==> src/bids_pkg.sv <==
`default_nettype none

package bids_pkg;

    localparam int DEPTH     = 16;
    localparam int IDX_W     = (DEPTH > 1) ? $clog2(DEPTH) : 1;
    localparam int CNT_W     = $clog2(DEPTH + 1);
    localparam int SUM_W     = CNT_W + 1;
    localparam int DATA_W    = 32;
    localparam int CMD_W     = 3;
    localparam int POS_W     = 4;
    localparam int STAT_W    = 2;
    localparam int CNT_OUT_W = 5;

    localparam logic [CMD_W-1:0] CMD_PUSH_FRONT = 3'd0;
    localparam logic [CMD_W-1:0] CMD_PUSH_BACK  = 3'd1;
    localparam logic [CMD_W-1:0] CMD_POP_FRONT  = 3'd2;
    localparam logic [CMD_W-1:0] CMD_POP_BACK   = 3'd3;
    localparam logic [CMD_W-1:0] CMD_SEARCH     = 3'd4;
    localparam logic [CMD_W-1:0] CMD_READ_AT    = 3'd5;

    localparam logic [STAT_W-1:0] ST_OK     = 2'd0;
    localparam logic [STAT_W-1:0] ST_FULL   = 2'd1;
    localparam logic [STAT_W-1:0] ST_EMPTY  = 2'd2;
    localparam logic [STAT_W-1:0] ST_BADPOS = 2'd3;

    localparam logic signed [DATA_W-1:0] DATA_INVALID = -32'sd1;

    typedef struct packed {
        logic [CMD_W-1:0]         command;
        logic signed [DATA_W-1:0] value;
        logic [POS_W-1:0]         position;
    } t_in;

    typedef struct packed {
        logic [STAT_W-1:0]        status;
        logic signed [DATA_W-1:0] data_out;
        logic                     found;
        logic [CNT_OUT_W-1:0]     count_out;
    } t_out;

endpackage

`default_nettype wire

==> src/bounded_int_deque_with_search.sv <==
// channel   dir  valid        stall        payload
// command   in   i_in_valid   o_in_stall   i_in  (t_in)
// result    out  o_out_valid  i_out_stall  o_out (t_out)
//
// push, pop and unused codes: the result is loaded at accept
// read at: one registered read of the entry memory, then S_READ loads the result
// search: result loaded at accept when empty, else at most one read per held entry
// reset is synchronous, active low; it empties the deque, memory contents stay
// a busy read or search or a waiting result stalls the input; a command is taken in the cycle it leaves
`default_nettype none

module bounded_int_deque_with_search
    import bids_pkg::*;
(
    input  wire logic i_clk,
    input  wire logic i_rst_n,
    input  wire logic i_in_valid,
    input  wire t_in  i_in,
    output logic      o_in_stall,
    output logic      o_out_valid,
    output t_out      o_out,
    input  wire logic i_out_stall
);

    typedef enum logic [3:0] {
        S_IDLE = 4'b0001,
        S_READ = 4'b0010,
        S_SRCH = 4'b0100,
        S_DONE = 4'b1000
    } t_state;

    t_state             r_state, n_state;
    logic [IDX_W-1:0]   r_head, n_head;
    logic [CNT_W-1:0]   r_count, n_count;
    logic [CNT_W-1:0]   r_idx, n_idx;
    logic [DATA_W-1:0]  r_key, n_key;
    logic               r_found, n_found;
    logic               r_out_valid, n_out_valid;
    t_out               r_out, n_out;

    logic               mem_we;
    logic [IDX_W-1:0]   mem_waddr;
    logic               mem_re;
    logic [IDX_W-1:0]   mem_raddr;
    logic [DATA_W-1:0]  mem_rdata;

    logic               out_free;
    logic               in_accept;
    logic               is_full;
    logic               is_empty;

    function automatic logic [IDX_W-1:0] slot_of(input logic [IDX_W-1:0] head,
                                                 input logic [SUM_W-1:0] offset);
        logic [SUM_W-1:0] sum;
        sum = SUM_W'(head) + offset;
        if (sum >= SUM_W'(DEPTH)) begin
            sum = sum - SUM_W'(DEPTH);
        end
        return IDX_W'(sum);
    endfunction

    bids_ram #(
        .WIDTH (DATA_W),
        .DEPTH (DEPTH)
    ) u_store (
        .i_clk   (i_clk),
        .i_we    (mem_we),
        .i_waddr (mem_waddr),
        .i_wdata (i_in.value),
        .i_re    (mem_re),
        .i_raddr (mem_raddr),
        .o_rdata (mem_rdata)
    );

    assign out_free   = !r_out_valid || !i_out_stall;
    assign o_in_stall = !((r_state == S_IDLE) && out_free);
    assign in_accept  = i_in_valid && !o_in_stall;
    assign is_full    = (r_count == CNT_W'(DEPTH));
    assign is_empty   = (r_count == '0);

    assign o_out_valid = r_out_valid;
    assign o_out       = r_out;

    always_comb begin
        n_state     = r_state;
        n_head      = r_head;
        n_count     = r_count;
        n_idx       = r_idx;
        n_key       = r_key;
        n_found     = r_found;
        n_out_valid = r_out_valid && i_out_stall;
        n_out       = r_out;
        mem_we      = 1'b0;
        mem_waddr   = r_head;
        mem_re      = 1'b0;
        mem_raddr   = r_head;

        unique case (r_state)
            S_IDLE: begin
                if (in_accept) begin
                    n_out.status   = ST_OK;
                    n_out.data_out = '0;
                    n_out.found    = 1'b0;
                    n_out_valid    = 1'b1;
                    unique case (i_in.command)
                        CMD_PUSH_FRONT: begin
                            if (is_full) begin
                                n_out.status = ST_FULL;
                            end else begin
                                n_head    = (r_head == '0) ? IDX_W'(DEPTH - 1)
                                                           : r_head - 1'b1;
                                mem_we    = 1'b1;
                                mem_waddr = n_head;
                                n_count   = r_count + 1'b1;
                            end
                        end
                        CMD_PUSH_BACK: begin
                            if (is_full) begin
                                n_out.status = ST_FULL;
                            end else begin
                                mem_we    = 1'b1;
                                mem_waddr = slot_of(r_head, SUM_W'(r_count));
                                n_count   = r_count + 1'b1;
                            end
                        end
                        CMD_POP_FRONT: begin
                            if (is_empty) begin
                                n_out.status = ST_EMPTY;
                            end else begin
                                n_head  = slot_of(r_head, SUM_W'(1));
                                n_count = r_count - 1'b1;
                            end
                        end
                        CMD_POP_BACK: begin
                            if (is_empty) begin
                                n_out.status = ST_EMPTY;
                            end else begin
                                n_count = r_count - 1'b1;
                            end
                        end
                        CMD_SEARCH: begin
                            if (!is_empty) begin
                                // walk from the front, one read per cycle
                                n_out_valid = r_out_valid && i_out_stall;
                                n_out       = r_out;
                                mem_re      = 1'b1;
                                mem_raddr   = r_head;
                                n_idx       = CNT_W'(1);
                                n_key       = i_in.value;
                                n_state     = S_SRCH;
                            end
                        end
                        CMD_READ_AT: begin
                            if (32'(i_in.position) >= 32'(r_count)) begin
                                n_out.status   = ST_BADPOS;
                                n_out.data_out = DATA_INVALID;
                            end else begin
                                n_out_valid = r_out_valid && i_out_stall;
                                n_out       = r_out;
                                mem_re      = 1'b1;
                                mem_raddr   = slot_of(r_head, SUM_W'(i_in.position));
                                n_state     = S_READ;
                            end
                        end
                        default: begin
                        end
                    endcase
                    n_out.count_out = CNT_OUT_W'(n_count);
                end
            end
            S_READ: begin
                if (out_free) begin
                    n_out.status    = ST_OK;
                    n_out.data_out  = mem_rdata;
                    n_out.found     = 1'b0;
                    n_out.count_out = CNT_OUT_W'(r_count);
                    n_out_valid     = 1'b1;
                    n_state         = S_IDLE;
                end
            end
            S_SRCH: begin
                if (mem_rdata == r_key) begin
                    n_found = 1'b1;
                    n_state = S_DONE;
                end else if (r_idx == r_count) begin
                    n_found = 1'b0;
                    n_state = S_DONE;
                end else begin
                    mem_re    = 1'b1;
                    mem_raddr = slot_of(r_head, SUM_W'(r_idx));
                    n_idx     = r_idx + 1'b1;
                end
            end
            S_DONE: begin
                if (out_free) begin
                    n_out.status    = ST_OK;
                    n_out.data_out  = '0;
                    n_out.found     = r_found;
                    n_out.count_out = CNT_OUT_W'(r_count);
                    n_out_valid     = 1'b1;
                    n_state         = S_IDLE;
                end
            end
            default: begin
                n_state = S_IDLE;
            end
        endcase
    end

    always_ff @(posedge i_clk) begin
        if (!i_rst_n) begin
            r_state     <= S_IDLE;
            r_head      <= '0;
            r_count     <= '0;
            r_out_valid <= 1'b0;
        end else begin
            r_state     <= n_state;
            r_head      <= n_head;
            r_count     <= n_count;
            r_out_valid <= n_out_valid;
        end
    end

    always_ff @(posedge i_clk) begin
        r_idx   <= n_idx;
        r_key   <= n_key;
        r_found <= n_found;
        r_out   <= n_out;
    end

    a_count_bound: assert property (@(posedge i_clk) disable iff (!i_rst_n)
        r_count <= CNT_W'(DEPTH))
        else $error("entry count above depth");

    a_full_status: assert property (@(posedge i_clk) disable iff (!i_rst_n)
        (in_accept && !is_full &&
         (i_in.command == CMD_PUSH_FRONT || i_in.command == CMD_PUSH_BACK))
        |=> (r_out.status == ST_OK) && (r_count == $past(r_count) + 1'b1))
        else $error("accepted push did not grow the deque");

    a_busy_stable: assert property (@(posedge i_clk) disable iff (!i_rst_n)
        (r_state != S_IDLE) |=> (r_count == $past(r_count)) && (r_head == $past(r_head)))
        else $error("deque state moved during a read or search");

endmodule

`default_nettype wire

==> src/bids_ram.sv <==
`default_nettype none

module bids_ram #(
    parameter int WIDTH = 32,
    parameter int DEPTH = 16
) (
    input  wire logic                           i_clk,
    input  wire logic                           i_we,
    input  wire logic [$clog2(DEPTH > 1 ? DEPTH : 2)-1:0] i_waddr,
    input  wire logic [WIDTH-1:0]               i_wdata,
    input  wire logic                           i_re,
    input  wire logic [$clog2(DEPTH > 1 ? DEPTH : 2)-1:0] i_raddr,
    output logic      [WIDTH-1:0]               o_rdata
);

    logic [WIDTH-1:0] r_mem [DEPTH];

    always_ff @(posedge i_clk) begin
        if (i_we) begin
            r_mem[i_waddr] <= i_wdata;
        end
        // read data holds until the next read
        if (i_re) begin
            o_rdata <= r_mem[i_raddr];
        end
    end

endmodule

`default_nettype wire

==> config.mk <==
export PLATFORM = sky130hd
export DESIGN_NAME = bounded_int_deque_with_search
export DESIGN_NICKNAME = d
export VERILOG_FILES = /design/src/bids_pkg.sv /design/src/bounded_int_deque_with_search.sv /design/src/bids_ram.sv
export SDC_FILE = /design/constraint.sdc
export NUM_CORES = 1
export LEC_CHECK = 0
export BUFFER_PORTS_ARGS = -buffer_cell sky130_fd_sc_hd__buf_2
export CAP_MARGIN = 5
export CORE_ASPECT_RATIO = 2
export CORE_MARGIN = 1
export CORE_UTILIZATION = 35
export CTS_CLUSTER_SIZE = 28
export DETAILED_ROUTE_END_ITERATION = 10
export GPL_ROUTABILITY_DRIVEN = 0
export PLACE_DENSITY_LB_ADDON = 0.08
export SETUP_SLACK_MARGIN = 0.2
export SYNTH_ARGS = -nofsm -noshare
export SYNTH_HDL_FRONTEND = slang
export SYNTH_SLANG_ARGS = --single-unit
==> constraint.sdc <==
create_clock -name i_clk -period 7 [get_ports i_clk]
set_input_delay 0.7 -clock i_clk [delete_from_list [all_inputs] [get_ports i_clk]]
set_output_delay 0.7 -clock i_clk [all_outputs]
set_load 0.02 [all_outputs]
# Yosys cells after proc, flatten, opt, wreduce, memory -nomap -nowiden
# Memories as Yosys holds them, arrays and structs flattened. A register that Yosys moved wholly into a read port is not among the register bits.
# Cells that the tools add are included.
dict set report word_totals {
  regBits 92
  memories 1
  ram_bits 512
  word_cells 148
  output_inout_bits 42
}
# memory depth word_bits rd rd_clocked_by_memory_dff wr line_no
set mem_list {}
lappend mem_list {u_store.r_mem 16 32 1 1 1 bids_ram.sv:16} ;# logic [WIDTH-1:0] r_mem [DEPTH];
dict set report classes {
  magnitude_cmp 5
  add_sub_neg 12
  mux 66
  bitwise_logic 1
  eq_ne 27
  n_reduce_logical 25
}
# op n
set op_table {}
lappend op_table {{two-way mux 40 bit} 4}
lappend op_table {{one-hot mux 40 bit (3 select lines)} 1}
lappend op_table {{two-way mux 4 bit} 21}
lappend op_table {{one-hot mux 38 bit (2 select lines)} 1}
lappend op_table {{two-way mux 5 bit} 7}
lappend op_table {{two-way mux 34 bit} 1}
lappend op_table {{== test 32 bit} 1}
lappend op_table {{one-hot mux 4 bit (2 select lines)} 4}
lappend op_table {{one-hot mux 5 bit (2 select lines)} 2}
lappend op_table {{subtractor 4 x 1 -> 4 bit, second input constant} 5}
lappend op_table {{AND reduction 6 bit} 3}
lappend op_table {{two-way mux 1 bit} 17}
lappend op_table {{!= test 3 bit, second input constant} 5}
lappend op_table {{!= test 2 bit, second input constant} 7}
lappend op_table {{adder 4 x 5 -> 6 bit} 2}
lappend op_table {{>= comparator 6 x 5 -> 1 bit, second input constant} 2}
lappend op_table {{one-hot mux 4 bit (3 select lines)} 1}
lappend op_table {{AND reduction 4 bit} 3}
lappend op_table {{adder 5 x 1 -> 5 bit, second input constant} 2}
lappend op_table {{>= comparator 5 bit, second input constant} 2}
lappend op_table {{one-hot mux 1 bit (2 select lines)} 4}
lappend op_table {{one-hot mux 2 bit (4 select lines)} 1}
lappend op_table {{== test 3 x 2 -> 1 bit, second input constant} 2}
lappend op_table {{== test 3 bit, second input constant} 2}
lappend op_table {{26 further kinds} 36}

# Logic depth before layout (Yosys ltp)
dict set report logic_depth {
  word_depth 8
  depth_mapped 14
  mapped_depth_nobuf 11
}

# Hierarchy
# A second synthesis with hierarchy kept.
dict set report hier_totals {
  cells_unflattened 1270
  hier_area_um2 25075.3
}
# mod cells_each seq_area_each_um2 area_per_inst_um2 instances
set modules_own_cells {}
lappend modules_own_cells {bids_ram 838 16335.7 20155.6 1}
lappend modules_own_cells {bounded_int_deque_with_search 432 2622.5 4919.7 1}

# Least setup slack after synthesis
# No wires, ideal clock.
dict set report synth_path {
  path_kind {reg2reg}
  startpoint {register r_count[1]}
  endpoint {register r_idx[0] (enable)}
  stages_incl_launch_ff 7
  arrival_time_ns 4.883
  synth_period_minus_slack_ns 5.197
  required_ns 6.686
  slack_ns 1.803
  n_path_buf 0
  path_cell_list {dfxtp_1 inv_1 ha_1 nor3b_1 nor2b_1 nor4_1 or2_2}
}
dict set report synth_via {
  elab_chain_cells 3
}
# element line_no
set synth_lines {}
lappend synth_lines {{start, declared} bounded_int_deque_with_search.sv:34} ;# logic [CNT_W-1:0] r_count, n_count;
lappend synth_lines {{start signal, assigned} bounded_int_deque_with_search.sv:219} ;# r_count <= n_count;
lappend synth_lines {{== test 5 bit / zero test 5 bit (equally long branches)} {bounded_int_deque_with_search.sv:185, bounded_int_deque_with_search.sv:79}}
lappend synth_lines {{!= test 2 bit (no line)} n/a}
lappend synth_lines {{AND reduction 6 bit (no line) (*)} n/a}
lappend synth_lines {{end signal, assigned} bounded_int_deque_with_search.sv:225} ;# r_idx <= n_idx;
lappend synth_lines {{end, declared} bounded_int_deque_with_search.sv:35} ;# logic [CNT_W-1:0] r_idx, n_idx;
# Mark *: on every way between the ends. The rest lies on a longest branch, timed or not.
# A chain may end at the register's enable or synchronous reset.

# Worst setup path in the final report
dict set report layout_path {
  startpoint {register r_count[1]}
  endpoint {register u_store.o_rdata[31] (read register of u_store.r_mem) (data pin)}
}
dict set report layout_via {
  elab_chain_cells 5
}
# element line_no
set layout_lines {}
lappend layout_lines {{>= comparator 4 x 5 -> 1 bit / zero test 5 bit (equally long branches)} {bounded_int_deque_with_search.sv:154, bounded_int_deque_with_search.sv:79}}
lappend layout_lines {{two-way mux 1 bit (tied with other cells)} bounded_int_deque_with_search.sv:154} ;# if (32'(i_in.position) >= 32'(r_count)) begin
lappend layout_lines {{one-hot mux 1 bit (2 select lines) / two-way mux 4 bit (equally long branches)} n/a}
lappend layout_lines {{two-way mux 1 bit / two-way mux 4 bit (equally long branches)} bounded_int_deque_with_search.sv:100} ;# if (in_accept) begin
lappend layout_lines {{one-hot mux 1 bit (2 select lines) / one-hot mux 4 bit (2 select lines) (equally long branches)} bounded_int_deque_with_search.sv:98} ;# unique case (r_state)
lappend layout_lines {{end, declared} bids_ram.sv:13} ;# output logic [WIDTH-1:0] o_rdata
# Parallel ways exist; a longest one is shown, timed or not.

==> flow_metrics.tcl <==
set metrics [dict create \
    wire_per_inst_um 27.7 \
    end_kind "flop" \
    fin_skew_ps 21.6 \
    synth-seq-area-share 0.744 \
    num_antenna_cells 0 \
    power.internal_uw 6800 \
    die-width_um 193 \
    power_frac_seq 0.479 \
    synthCells 1628 \
    synthAdderAreaFrac 0.0112 \
    drt_iter0_markers 851 \
    syn_area_mm2 0.0255 \
    power_density_mw_per_mm2 324 \
    synth_top_family_by_area "simple AND/OR/NAND/NOR gates" \
    path_buf_inv 2 \
    cp_common_cell "a32oi_1" \
    drt-met1-wl_mm 29.7 \
    async_reset_ff_frac 0 \
    nNetsFinal 1782 \
    syn_avg_cell_area_um2 15.7 \
    cts_tree "done" \
    synth_compound_area_frac 0.0734 \
    antenna_found_initial 3 \
    rsz0062_at_grt "no" \
    fill_cells 6665 \
    cp_top_family "compound AO/OA/AOI/OAI gates" \
    wl_met3_mm 2.49 \
    final_cell_mix "edfxtp_1, nand2_1, mux2i_1" \
    hold_class "in -> reg" \
    dr_wl_met2_mm 40.3 \
    p_switching_uw 2620 \
    io_pins 85 \
    synth.area.mux_share 0.0510 \
    area_delta_synth_final_pct 14.1 \
    core_mm2 0.0720 \
    cts_resized 0 \
    irDropWorstVdd_uv 175 \
    setup_tns_ps 0 \
    p_leak_uw 0.0104 \
    startpoint_type "flop" \
    period_share 0.671 \
    critPathMaxStageDelay_ps 760 \
    synth_seq_cells 636 \
    port_buffers 84 \
    die_area_mm2 0.0740 \
    vias_per_cell 5.36 \
    synth-simple-area-share 0.0831 \
    yosysWarnings 0 \
    fp-row-count 139 \
    synth_edf_count 622 \
    dieHeight_um 384 \
    htreeDepth 2 \
    root_buffer "clkbuf_16" \
    grt_usage 0.204 \
    postPlaceCellArea_mm2 0.0271 \
    clkTransAtPathRegs_ps 70 \
    worstPathMaxFanout 65 \
    p_clk_frac 0.353 \
    finalPower_uw 9420 \
    ctsHoldBuffers 0 \
    yosysUniqueCellTypes 61 \
    initial_utilization 0.354 \
    max_freq_mhz 213 \
    cts.sinks 636 \
    cts_max_path_buffers 3 \
    slew_headroom 0.209 \
    drv_slew 0 \
    grt_pass1_wl_mm 106 \
    grt_start_max_net_pins 144 \
    min_period_ps 4690 \
    drive_gt1_frac 0.144 \
    hold_viol 0 \
    cts_inserted_buffers 57 \
    grt_pass1_vias 14898 \
    cts_setup_buffers 0 \
    syn-num-nets 1692 \
    final_common_cell "edfxtp_1" \
    worstPathCellList "inv_1 -> ha_1 -> o21ai_0 -> a221oi_1 -> nor3_4 -> a32oi_1 -> nor2b_4 -> buf_4 -> mux2i_1 -> a32oi_1 -> and4_1" \
    synth_ff_type "edfxtp_1" \
    globalRoute.totalOverflow 0 \
    tightest_slew_ps 1180 \
    cp.arrival_ps 5190 \
    crit_type "reg -> reg" \
    drt_wl_total_mm 74.2 \
    drv_cap 0 \
    outcome "finished, violations left" \
    p_sw_frac 0.279 \
    drt_pass1_iterations 7 \
    combPwrFrac 0.168 \
    synth_xor_area_frac 0.0185 \
    crit_slowest_cell "a221oi_1" \
    final-setup-viol-count 0 \
    num_vias 14382 \
    hpwl_mm 43.1 \
    violations "DRC" \
    drc 20 \
    dr.max_layer_used "met5" \
    clk_latency_ps 650 \
    critical_path_required_ps 7500 \
    ant_nets 0 \
    final_cell_area_mm2 0.0291 \
]
==> cell type report <==
cell class                 instances  area [um^2]  share of cell area
multi-input combinational        883         6240               0.214
clock inverter                    43          487              0.0167
clock buffer                      63         1470              0.0505
inverter                          17         63.8             0.00219
sequential                       636        19000               0.652
timing repair buffer             123          726              0.0249
tap                              916         1150              0.0394
==> path summary, 6_finish.rpt <==
check | startpoint | endpoint | slack (ps) | cells past startpoint
setup / recovery | r_count[1] | u_store.o_rdata[31] | 2310 | 11
hold / removal | i_rst_n | r_state[0] | 430 | 2
setup reg to reg | r_count[1] | u_store.o_rdata[31] | 2310 | 11
hold reg to reg | u_store.o_rdata[6] | o_out[12] | 590 | 1
==> state kept, by name, summed over array words and instances, names as in the netlist, 4 cells and up <==
| signal | count |
|---|---|
| r_state | 4 |
| u_store.r_mem | 512 |
| r_head | 4 |
| r_idx | 5 |
| r_count | 5 |
| u_store.o_rdata | 32 |
| o_out | 40 |
| r_key | 32 |
==> cell usage after synthesis, drive strengths merged, types with 5 or more instances <==
| cell type | number | area (um^2) |
|---|---|---|
| xnor2 | 15 | 139 |
| nand3 | 6 | 42.5 |
| nor4 | 11 | 68.8 |
| edfxtp | 622 | 18700 |
| nor2b | 9 | 56.3 |
| nor2 | 47 | 176 |
| nand2 | 300 | 1130 |
| and3 | 5 | 31.3 |
| and2 | 5 | 31.3 |
| a32oi | 130 | 1150 |
| buf | 41 | 230 |
| inv | 17 | 63.8 |
| nor3b | 7 | 91.3 |
| xor2 | 38 | 333 |
| mux2i | 130 | 1300 |
| clkbuf | 51 | 191 |
| nor3 | 10 | 66.3 |
| a21oi | 22 | 114 |
| a21o | 36 | 270 |
| ha | 18 | 225 |
| and4 | 32 | 280 |
| o21ai | 7 | 35.0 |
| nand2b | 6 | 37.5 |
| dfxtp | 14 | 280 |
==> cell families after synthesis <==
| group | Yosys count |
|---|---|
| AO/OA/AOI/OAI | 229 |
| XOR/XNOR | 53 |
| adder cells (fa/ha/maj) | 21 |
| buffers and inverters | 109 |
| flip-flops | 636 |
| multiplexers | 130 |
| AND/OR/NAND/NOR | 450 |
==> per-layer routing <==
metal | GRT usage | vias up
met5 | 0 | -
met1 | 0.243 | 7510
li1 | - | 6475
met3 | 0.0251 | 94
met4 | 0.0582 | 4
met2 | 0.377 | 299
==> metrics by stage <==
step / instances / worst slack, ps / hold WS, ps / utilization
after floorplan: 1628 / 1800 / 542 / -
final: 2681 / 2310 / 431 / 0.404
after global routing: 2681 / 2070 / 422 / 0.404
after global placement: 2575 / 2330 / 571 / 0.377
after CTS: 2681 / 2270 / 402 / 0.404
after detailed placement: 2575 / 2270 / 566 / 0.377
==> power by group through the flow <==
stage	Combinational (uW)	Sequential, uW	Clock, uW
after floorplan	942	4620	0
after global placement	1600	4590	0
after detailed placement	1620	4590	0
after CTS	1620	4510	3410
after global routing	1710	4520	3540
final	1580	4510	3330
==> worst register-to-register path: cells and delay by family (launching register included) <==
kind	cells	cell delay (ps)
fa+ha+maj	1	310
simple gates	3	800
buf+inv	2	930
compound gates	4	1640
mux	1	280
flops	1	590
(Power assumes the default switching activity.)
